### src/rtl/core/fixed_timestep_frame_pacer_unit_defines.svh
// Assertion macros for the fixed-timestep frame pacer.
// Used by fixed_timestep_frame_pacer_unit.sv; no other dependencies.
`ifndef FIXED_TIMESTEP_FRAME_PACER_UNIT_DEFINES_SVH
`define FIXED_TIMESTEP_FRAME_PACER_UNIT_DEFINES_SVH

// same-cycle implication, disabled while reset is active
`define FTFP_ASSERT_IMP(name, clk, rst_n, ante, cons, msg) \
    name: assert property (@(posedge clk) disable iff (!rst_n) (ante) |-> (cons)) \
        else $error(msg);

// next-cycle implication, disabled while reset is active
`define FTFP_ASSERT_NXT(name, clk, rst_n, ante, cons, msg) \
    name: assert property (@(posedge clk) disable iff (!rst_n) (ante) |=> (cons)) \
        else $error(msg);

`endif

### src/rtl/core/ftfp_pkg.sv
// Shared types and constants for the fixed-timestep frame pacer.
// No dependencies; imported by fixed_timestep_frame_pacer_unit.
`default_nettype none

package ftfp_pkg;

    // timestamp width, wraps modulo 2^TIME_BITS
    localparam int TIME_BITS = 48;

    // field and state widths
    localparam int REG_W   = 20;
    localparam int BANK_W  = 21;
    localparam int COUNT_W = 16;
    localparam int RATE_W  = 24;
    localparam int PROD_W  = COUNT_W + REG_W;
    localparam int FRAC_W  = 8;
    localparam int NUM_W   = PROD_W + FRAC_W;
    localparam int DIV_CNT_W = $clog2(NUM_W);

    // configuration port
    localparam int CFG_INDEX_W = 2;

    localparam logic [CFG_INDEX_W-1:0] REG_FRAME_PERIOD     = 2'd0;
    localparam logic [CFG_INDEX_W-1:0] REG_MAX_DELTA        = 2'd1;
    localparam logic [CFG_INDEX_W-1:0] REG_TICKS_PER_SECOND = 2'd2;
    localparam logic [CFG_INDEX_W-1:0] REG_MIN_WINDOW       = 2'd3;

    // reset values of the configuration registers
    localparam logic [REG_W-1:0] FRAME_PERIOD_RST     = 20'd16667;
    localparam logic [REG_W-1:0] MAX_DELTA_RST        = 20'd250000;
    localparam logic [REG_W-1:0] TICKS_PER_SECOND_RST = 20'd1000000;
    localparam logic [REG_W-1:0] MIN_WINDOW_RST       = 20'd100000;

    // request codes
    localparam logic REQ_START = 1'b0;
    localparam logic REQ_POLL  = 1'b1;

    // saturation limits
    localparam logic [BANK_W-1:0]  BANK_MAX  = '1;
    localparam logic [COUNT_W-1:0] COUNT_MAX = '1;
    localparam logic [RATE_W-1:0]  RATE_MAX  = '1;

    // request item
    typedef struct packed {
        logic                 req_type;
        logic [TIME_BITS-1:0] now_ticks;
    } ftfp_req_t;

    // result item
    typedef struct packed {
        logic              update_due;
        logic [RATE_W-1:0] rate_q8;
    } ftfp_rsp_t;

endpackage

`default_nettype wire

### src/rtl/core/fixed_timestep_frame_pacer_unit.sv
// Fixed-timestep frame pacer with frame-rate meter: top level.
// Depends on ftfp_pkg and fixed_timestep_frame_pacer_unit_defines.svh.
//
//   channel  signals                      direction  item
//   req      req_valid req_stall req      in         ftfp_req_t (start or poll)
//   rsp      rsp_valid rsp_stall rsp      out        ftfp_rsp_t (update flag, rate)
//   cfg      cfg_wr_en cfg_index cfg_data in         20-bit register write
//
// A start item passes the delta and done steps, a poll without a frame the delta, bank,
// frame and done steps. A poll that recomputes the rate also passes the window step and
// the divider, one quotient bit per cycle (44 bits) through a single subtractor.
// One item is worked at a time; req_stall is high until the result reaches the
// output register, which holds it while rsp_stall is high; a next item then waits in done.
// Reset loads the register defaults and clears all pacing state; no clearing pass.
`default_nettype none

`include "fixed_timestep_frame_pacer_unit_defines.svh"

module fixed_timestep_frame_pacer_unit
    import ftfp_pkg::*;
(
    input  wire logic                   clk,
    input  wire logic                   rst_n,
    input  wire logic                   req_valid,
    output logic                        req_stall,
    input  wire ftfp_req_t              req,
    output logic                        rsp_valid,
    input  wire logic                   rsp_stall,
    output ftfp_rsp_t                   rsp,
    input  wire logic                   cfg_wr_en,
    input  wire logic [CFG_INDEX_W-1:0] cfg_index,
    input  wire logic [REG_W-1:0]       cfg_data
);

    // sequencer states
    localparam int STATE_W = 4;
    localparam logic [STATE_W-1:0] S_IDLE     = 4'd0;
    localparam logic [STATE_W-1:0] S_DELTA    = 4'd1;
    localparam logic [STATE_W-1:0] S_BANK     = 4'd2;
    localparam logic [STATE_W-1:0] S_FRAME    = 4'd3;
    localparam logic [STATE_W-1:0] S_WIN      = 4'd4;
    localparam logic [STATE_W-1:0] S_DIV_INIT = 4'd5;
    localparam logic [STATE_W-1:0] S_DIV_RUN  = 4'd6;
    localparam logic [STATE_W-1:0] S_DIV_END  = 4'd7;
    localparam logic [STATE_W-1:0] S_DONE     = 4'd8;

    // control and architectural state
    logic [STATE_W-1:0]   state_reg, state_next;
    logic                 rsp_valid_reg, rsp_valid_next;
    logic [REG_W-1:0]     frame_period_reg, frame_period_next;
    logic [REG_W-1:0]     max_delta_reg, max_delta_next;
    logic [REG_W-1:0]     tps_reg, tps_next;
    logic [REG_W-1:0]     min_window_reg, min_window_next;
    logic [TIME_BITS-1:0] prev_time_reg, prev_time_next;
    logic [BANK_W-1:0]    bank_reg, bank_next;
    logic [COUNT_W-1:0]   frames_reg, frames_next;
    logic [TIME_BITS-1:0] win_start_reg, win_start_next;
    logic [RATE_W-1:0]    rate_reg, rate_next;

    // working registers of the current item
    logic                 req_type_reg, req_type_next;
    logic [TIME_BITS-1:0] now_reg, now_next;
    logic [REG_W-1:0]     delta_reg, delta_next;
    logic [TIME_BITS-1:0] elapsed_reg, elapsed_next;
    logic [PROD_W-1:0]    prod_reg, prod_next;
    logic [NUM_W-1:0]     quo_reg, quo_next;
    logic [TIME_BITS-1:0] rem_reg, rem_next;
    logic [DIV_CNT_W-1:0] cnt_reg, cnt_next;
    logic                 due_reg, due_next;
    ftfp_rsp_t            rsp_reg, rsp_next;

    // datapath helpers
    logic                 req_accept;
    logic                 rsp_take;
    logic [TIME_BITS-1:0] time_diff;
    logic [BANK_W:0]      bank_sum;
    logic [TIME_BITS:0]   rem_shift;
    logic [TIME_BITS+1:0] rem_diff;
    logic                 rem_ge;

    assign req_accept = req_valid && !req_stall;
    assign rsp_take   = rsp_valid_reg && !rsp_stall;
    assign req_stall  = (state_reg != S_IDLE);
    assign rsp_valid  = rsp_valid_reg;
    assign rsp        = rsp_reg;

    // shared time subtractor: step since previous item, or window age
    always_comb
    begin
        if (state_reg == S_DELTA)
        begin
            time_diff = now_reg - prev_time_reg;
        end
        else
        begin
            time_diff = now_reg - win_start_reg;
        end
    end

    // bank accumulate, one bit wider to catch saturation
    assign bank_sum = {1'b0, bank_reg} + {{(BANK_W + 1 - REG_W){1'b0}}, delta_reg};

    // restoring division step
    assign rem_shift = {rem_reg, quo_reg[NUM_W-1]};
    assign rem_diff  = {1'b0, rem_shift} - {2'b00, elapsed_reg};
    assign rem_ge    = !rem_diff[TIME_BITS+1];

    // sequencer and next-state logic
    always_comb
    begin
        state_next        = state_reg;
        rsp_valid_next    = rsp_valid_reg;
        frame_period_next = frame_period_reg;
        max_delta_next    = max_delta_reg;
        tps_next          = tps_reg;
        min_window_next   = min_window_reg;
        prev_time_next    = prev_time_reg;
        bank_next         = bank_reg;
        frames_next       = frames_reg;
        win_start_next    = win_start_reg;
        rate_next         = rate_reg;
        req_type_next     = req_type_reg;
        now_next          = now_reg;
        delta_next        = delta_reg;
        elapsed_next      = elapsed_reg;
        prod_next         = prod_reg;
        quo_next          = quo_reg;
        rem_next          = rem_reg;
        cnt_next          = cnt_reg;
        due_next          = due_reg;
        rsp_next          = rsp_reg;

        // configuration writes
        if (cfg_wr_en)
        begin
            case (cfg_index)
                REG_FRAME_PERIOD:     frame_period_next = cfg_data;
                REG_MAX_DELTA:        max_delta_next    = cfg_data;
                REG_TICKS_PER_SECOND: tps_next          = cfg_data;
                REG_MIN_WINDOW:       min_window_next   = cfg_data;
                default:              ;
            endcase
        end

        // output register drains independently of the sequencer
        if (rsp_take)
        begin
            rsp_valid_next = 1'b0;
        end

        case (state_reg)
            S_IDLE:
            begin
                if (req_accept)
                begin
                    req_type_next = req.req_type;
                    now_next      = req.now_ticks;
                    state_next    = S_DELTA;
                end
            end

            // start restarts the pacing state; poll takes the clamped step
            S_DELTA:
            begin
                due_next       = 1'b0;
                prev_time_next = now_reg;
                if (req_type_reg == REQ_START)
                begin
                    win_start_next = now_reg;
                    bank_next      = '0;
                    frames_next    = '0;
                    rate_next      = '0;
                    state_next     = S_DONE;
                end
                else
                begin
                    if ((|time_diff[TIME_BITS-1:REG_W]) || (time_diff[REG_W-1:0] > max_delta_reg))
                    begin
                        delta_next = max_delta_reg;
                    end
                    else
                    begin
                        delta_next = time_diff[REG_W-1:0];
                    end
                    state_next = S_BANK;
                end
            end

            // saturating bank add
            S_BANK:
            begin
                if (bank_sum[BANK_W])
                begin
                    bank_next = BANK_MAX;
                end
                else
                begin
                    bank_next = bank_sum[BANK_W-1:0];
                end
                state_next = S_FRAME;
            end

            // if a period is banked, remove it and count a frame
            S_FRAME:
            begin
                if (bank_reg >= {1'b0, frame_period_reg})
                begin
                    bank_next    = bank_reg - {1'b0, frame_period_reg};
                    due_next     = 1'b1;
                    elapsed_next = time_diff;
                    if (frames_reg != COUNT_MAX)
                    begin
                        frames_next = frames_reg + 1'b1;
                    end
                    state_next = S_WIN;
                end
                else
                begin
                    state_next = S_DONE;
                end
            end

            // window decision and numerator product
            S_WIN:
            begin
                prod_next = {{(PROD_W - COUNT_W){1'b0}}, frames_reg}
                          * {{(PROD_W - REG_W){1'b0}}, tps_reg};
                if (elapsed_reg >= {{(TIME_BITS - REG_W){1'b0}}, tps_reg})
                begin
                    frames_next    = '0;
                    win_start_next = now_reg;
                    state_next     = S_DIV_INIT;
                end
                else if (elapsed_reg > {{(TIME_BITS - REG_W){1'b0}}, min_window_reg})
                begin
                    state_next = S_DIV_INIT;
                end
                else
                begin
                    state_next = S_DONE;
                end
            end

            // load divider, zero divisor handled here
            S_DIV_INIT:
            begin
                if (elapsed_reg == '0)
                begin
                    rate_next  = (prod_reg != '0) ? RATE_MAX : '0;
                    state_next = S_DONE;
                end
                else
                begin
                    quo_next   = {prod_reg, {FRAC_W{1'b0}}};
                    rem_next   = '0;
                    cnt_next   = DIV_CNT_W'(NUM_W - 1);
                    state_next = S_DIV_RUN;
                end
            end

            // one quotient bit per cycle
            S_DIV_RUN:
            begin
                if (rem_ge)
                begin
                    rem_next = rem_diff[TIME_BITS-1:0];
                end
                else
                begin
                    rem_next = rem_shift[TIME_BITS-1:0];
                end
                quo_next = {quo_reg[NUM_W-2:0], rem_ge};
                if (cnt_reg == '0)
                begin
                    state_next = S_DIV_END;
                end
                else
                begin
                    cnt_next = cnt_reg - 1'b1;
                end
            end

            // saturate quotient to rate width
            S_DIV_END:
            begin
                if (|quo_reg[NUM_W-1:RATE_W])
                begin
                    rate_next = RATE_MAX;
                end
                else
                begin
                    rate_next = quo_reg[RATE_W-1:0];
                end
                state_next = S_DONE;
            end

            // hand the result to the output register once it is free
            S_DONE:
            begin
                if (!rsp_valid_reg || !rsp_stall)
                begin
                    rsp_next.update_due = due_reg;
                    rsp_next.rate_q8    = rate_reg;
                    rsp_valid_next      = 1'b1;
                    state_next          = S_IDLE;
                end
            end

            default:
            begin
                state_next = S_IDLE;
            end
        endcase
    end

    // control and architectural registers
    always_ff @(posedge clk or negedge rst_n)
    begin
        if (!rst_n)
        begin
            state_reg        <= S_IDLE;
            rsp_valid_reg    <= 1'b0;
            frame_period_reg <= FRAME_PERIOD_RST;
            max_delta_reg    <= MAX_DELTA_RST;
            tps_reg          <= TICKS_PER_SECOND_RST;
            min_window_reg   <= MIN_WINDOW_RST;
            prev_time_reg    <= '0;
            bank_reg         <= '0;
            frames_reg       <= '0;
            win_start_reg    <= '0;
            rate_reg         <= '0;
        end
        else
        begin
            state_reg        <= state_next;
            rsp_valid_reg    <= rsp_valid_next;
            frame_period_reg <= frame_period_next;
            max_delta_reg    <= max_delta_next;
            tps_reg          <= tps_next;
            min_window_reg   <= min_window_next;
            prev_time_reg    <= prev_time_next;
            bank_reg         <= bank_next;
            frames_reg       <= frames_next;
            win_start_reg    <= win_start_next;
            rate_reg         <= rate_next;
        end
    end

    // working registers, no reset needed
    always_ff @(posedge clk)
    begin
        req_type_reg <= req_type_next;
        now_reg      <= now_next;
        delta_reg    <= delta_next;
        elapsed_reg  <= elapsed_next;
        prod_reg     <= prod_next;
        quo_reg      <= quo_next;
        rem_reg      <= rem_next;
        cnt_reg      <= cnt_next;
        due_reg      <= due_next;
        rsp_reg      <= rsp_next;
    end

    // checks
    `FTFP_ASSERT_NXT(a_accept_starts_work, clk, rst_n, req_accept, state_reg == S_DELTA, "accepted item did not start the sequencer")
    `FTFP_ASSERT_IMP(a_result_from_done, clk, rst_n, $rose(rsp_valid_reg), $past(state_reg) == S_DONE, "result appeared outside the done step")
    `FTFP_ASSERT_IMP(a_update_only_on_poll, clk, rst_n, (state_reg == S_DONE) && due_reg, req_type_reg == REQ_POLL, "update flagged for a start item")
    `FTFP_ASSERT_IMP(a_divisor_nonzero, clk, rst_n, state_reg == S_DIV_RUN, elapsed_reg != '0, "divider running with zero divisor")

endmodule

`default_nettype wire
### config.mk
export PLATFORM = sky130hd
export DESIGN_NAME = fixed_timestep_frame_pacer_unit
export DESIGN_NICKNAME = d
export VERILOG_FILES = /design/src/rtl/core/ftfp_pkg.sv /design/src/rtl/core/fixed_timestep_frame_pacer_unit.sv
export VERILOG_INCLUDE_DIRS = /design/src /design/src/rtl/core
export SDC_FILE = /design/constraint.sdc
export NUM_CORES = 2
export LEC_CHECK = 0
export ABC_CLOCK_PERIOD_IN_PS = 17400
export BUFFER_PORTS_ARGS = -buffer_cell sky130_fd_sc_hd__buf_2
export CAP_MARGIN = 20
export CELL_PAD_IN_SITES_DETAIL_PLACEMENT = 0
export CELL_PAD_IN_SITES_GLOBAL_PLACEMENT = 1
export CORE_ASPECT_RATIO = 0.5
export CORE_UTILIZATION = 55
export DETAILED_ROUTE_END_ITERATION = 12
export PLACE_DENSITY_LB_ADDON = 0.1
export SLEW_MARGIN = 20
export SYNTH_ARGS = -nofsm -noshare
export SYNTH_HDL_FRONTEND = slang
export SYNTH_SLANG_ARGS = --single-unit
### constraint.sdc
create_clock -name clk -period 17.4 [get_ports clk]
set_input_delay 3.48 -clock clk [delete_from_list [all_inputs] [get_ports clk]]
set_output_delay 3.48 -clock clk [all_outputs]
set_load 0.01 [all_outputs]
==> impl_metrics.yaml <==
sta:
  fin_tns_setup_ns: 0
  final_max_slew_viol_count: 0
  fin_crit_ns: 7.73
  maxSlewHeadroom_pct: 27.9
  setup_viol: 0
  timing.final.crit_share_pct: 44.4
  finalClockSkew_ns: 0.0578
  hold_violations: 0
  worst_slew_pin_slew_ns: 1.07
  rsz0062_at_grt: "false"
  clock.fmax_mhz: 129
  layout_setup_ws_ns: 9.67
clock_tree:
  cts_resized: 0
  cts_max_level: 2
  cts-buffers-inserted: 51
  postCtsHoldBufs: 0
  clkTransAtPathRegs_ns: 0.06
  cts_root_buffer: "clkbuf_16"
  clock_sinks: 519
  cts_tree: "done"
  cts_setup_buffers: 0
  clk_latency_ns: 0.67
  clockBufferDepth: 3
yosys:
  synth_cell_type_count: 92
  ys_ff_latch: 519
  synth-main-ff-cell: "edfxtp_1"
  syn_avg_cell_area_um2: 9.82
  synth_area_um2: 39600
  async_flop_share_pct: 46.6
  syn-instance-count: 4032
  syn_nets: 4668
  synth_edf_count: 277
  yosys_warnings: 0
  seq_area_frac_synth_pct: 36.4
run_status:
  status: "finished, final reports clean"
global_route:
  grt_use_total_pct: 28.3
  grt_max_degree: 87
  grt_pass1_vias: 28800
  grtUsageMet3_pct: 5.31
  grtUsageMet1_pct: 40.6
  grt_pass1_wl_mm: 162
  antenna_found_initial: 6
  grtUsageMet2_pct: 44.3
  overflow: 0
  busiest_layer: "met2"
setup_path:
  r2r-start: "frames_reg[11]$_DFFE_PN0P_"
  worstPathArrival_ns: 8.09
  end_kind: "register"
  slowest_stage: "dfrtp_1"
  path_class: "register to register"
  r2r_end: "prod_reg[34]$_DFFE_PN_"
  worstPathMaxFanout: 17
  critPathMostFrequentCell: "fa_1"
  crit_path_cell_trace: "inv_1, nor2_1, fa_1, inv_1, fa_1, inv_1, fa_1, fa_1, fa_1, inv_1, fa_1, inv_1, ha_1, a21o_1, a21o_1, a21oi_1, a2bb2oi_1, o21ai_0, a311o_1, a31oi_1, o21ai_0, o21ai_0, o21ai_0, xor2_1"
  critPathRequiredTime_ns: 17.76
  slowest_delay_ns: 0.76
  cp-start-kind: "register"
  rr_worst_depth: 24
  ff2ff_setup_slack_ns: 9.67
die:
  die-area_um2: 73200
  coreArea_um2: 71100
  pin_count: 103
  die_w_um: 382
  start_util_pct: 55.7
  row_count: 69
  die_h_um: 192
final_layout:
  fin_cells: 5054
  final_common_cell: "nand2_1"
  area_delta_synth_final_pct: 8.02
  fin_util_pct: 60.1
  mostFrequentLayoutCells: "647 x nand2_1, 470 x inv_1, 306 x ha_1, 277 x edfxtp_1, 254 x fa_1"
  layout-drive-gt1-share_pct: 11.1
  antenna_cells: 0
  nNetsFinal: 4690
  stdcell_area_um2: 42800
hold_path:
  hold-path-endpoint: "rsp[6]$_DFFE_PP_"
  hold_class: "register to register"
  holdPathStages: 0
  min_from: "rate_reg[6]$_DFFE_PN0P_"
flow_run:
  max_cap_viol_count: 0
power_and_ir_drop:
  peakVddDrop_mv: 0.118
  p_leak_nw: 19.8
  p_per_area_nw_per_um2: 148
route:
  drt-total-wl_mm: 102
  dr_total_vias: 29000
  drt_iter0_drc: 2012
  ant_nets: 0
  drc_errors: 0
  routedWlPerCell_um: 20.1
  first_pass_iters: 6
  via_per_inst: 5.74
place:
  port_buffers: 102
  dp_worst_setup_slack_ns: 9.76
  placed_cell_area_um2: 41000
  place_congestion: 0.908
  placedCellCount: 4957
  dp_hpwl_mm: 76.2
## synth_stat cells, types with 6 or more instances
| library cell | count | area (um^2) |
|---|---|---|
| nor2_1 | 213 | 800 |
| fa_1 | 254 | 5080 |
| xnor2_1 | 90 | 788 |
| o21ai_0 | 143 | 716 |
| and4_1 | 6 | 52.6 |
| a21o_1 | 76 | 571 |
| or3_1 | 18 | 113 |
| mux2_2 | 136 | 1530 |
| nor3_1 | 41 | 205 |
| o211ai_1 | 11 | 82.6 |
| dfstp_2 | 26 | 683 |
| buf_1 | 9 | 33.8 |
| a31o_2 | 7 | 61.3 |
| o21ai_1 | 16 | 80.1 |
| o21a_1 | 35 | 263 |
| a221o_1 | 6 | 60.1 |
| nand3_1 | 42 | 210 |
| clkbuf_1 | 135 | 507 |
| o21bai_1 | 21 | 158 |
| edfxtp_1 | 277 | 8320 |
| a21oi_2 | 6 | 52.6 |
| a31oi_1 | 29 | 181 |
| nand2_1 | 649 | 2440 |
| and3_1 | 39 | 244 |
| a211oi_1 | 31 | 233 |
| mux2i_1 | 50 | 500 |
| and2_1 | 110 | 688 |
| a21oi_1 | 208 | 1040 |
| nand2b_1 | 40 | 250 |
| dfrtp_1 | 216 | 5410 |
| nand3b_1 | 8 | 60.1 |
| a211o_1 | 8 | 70.1 |
| buf_2 | 12 | 60.1 |
| ha_1 | 306 | 3830 |
| xor2_1 | 54 | 473 |
| inv_1 | 470 | 1760 |
| a22oi_1 | 8 | 60.1 |
| mux2_4 | 20 | 300 |
| nand4_1 | 27 | 169 |
| nor4_1 | 45 | 282 |
| or2_2 | 10 | 62.6 |
| nor2b_1 | 21 | 131 |
## layer usage
metal,part of all wire [%],up-vias
met1,47,14300
li1,-,13700
met3,6.9,138
met5,0.013,-
met4,2.3,2
met2,44,800
## metrics by stage
stage / power [W] / hold WS, ns
floorplan: 0.00418 / 0.400
global placement: 0.00506 / 0.426
detailed placement: 0.00512 / 0.431
CTS: 0.00633 / 0.447
global route: 0.00677 / 0.450
finish: 0.00634 / 0.442
## worst max-delay path: cells and delay by family, from the launching register on
kind,cells,cell delay (ns)
fa+ha+maj,7,3.29
compound gates,10,2.42
flops,1,0.76
buf+inv,5,0.59
simple gates,1,0.22
xor+xnor,1,0.17
## power breakdown
part	total [W]	switching, W	leakage, nW	internal [W]
clock	0.00119	0.000533	0.874	0.000662
sequential	0.00195	0.000239	5.62	0.00171
combinational	0.00320	0.00200	13.3	0.00120
total	0.00634	0.00277	19.8	0.00357
## cell families (layout without fill, tap and decap cells)
family                     after synthesis  in the layout  synth area share [%]
and+or+nand+nor                       1295           1295                  15.0
AOI/OAI and AO/OA                      679            679                  11.0
buffers and inverters                  629            693                  6.06
muxes                                  206            206                  5.89
adders and majority gates              560            560                  22.5
xor gates and xnor gates               144            144                  3.18
DFF                                    519            519                  36.4
## cell type report
class | count | area, um^2
well taps | 958 | 1200
repair buffers | 128 | 739
clock inverters | 29 | 364
multi-input cells | 2884 | 22900
flip-flops and latches | 519 | 14400
fillers | 6157 | 28400
inverters | 470 | 1760
clock buffers | 66 | 1420
## how the worst max path moves through the flow
stage	end	start	slack (ns)
floorplan	prod_reg[32]$_DFFE_PN_	frames_reg[7]$_DFFE_PN0P_	10.64
global placement	prod_reg[34]$_DFFE_PN_	frames_reg[11]$_DFFE_PN0P_	9.92
detailed placement	prod_reg[34]$_DFFE_PN_	frames_reg[11]$_DFFE_PN0P_	9.76
CTS	prod_reg[34]$_DFFE_PN_	frames_reg[11]$_DFFE_PN0P_	9.70
global route	prod_reg[34]$_DFFE_PN_	frames_reg[11]$_DFFE_PN0P_	9.18
finish	prod_reg[34]$_DFFE_PN_	frames_reg[11]$_DFFE_PN0P_	9.67
Power figures use the tool's default switching activity.
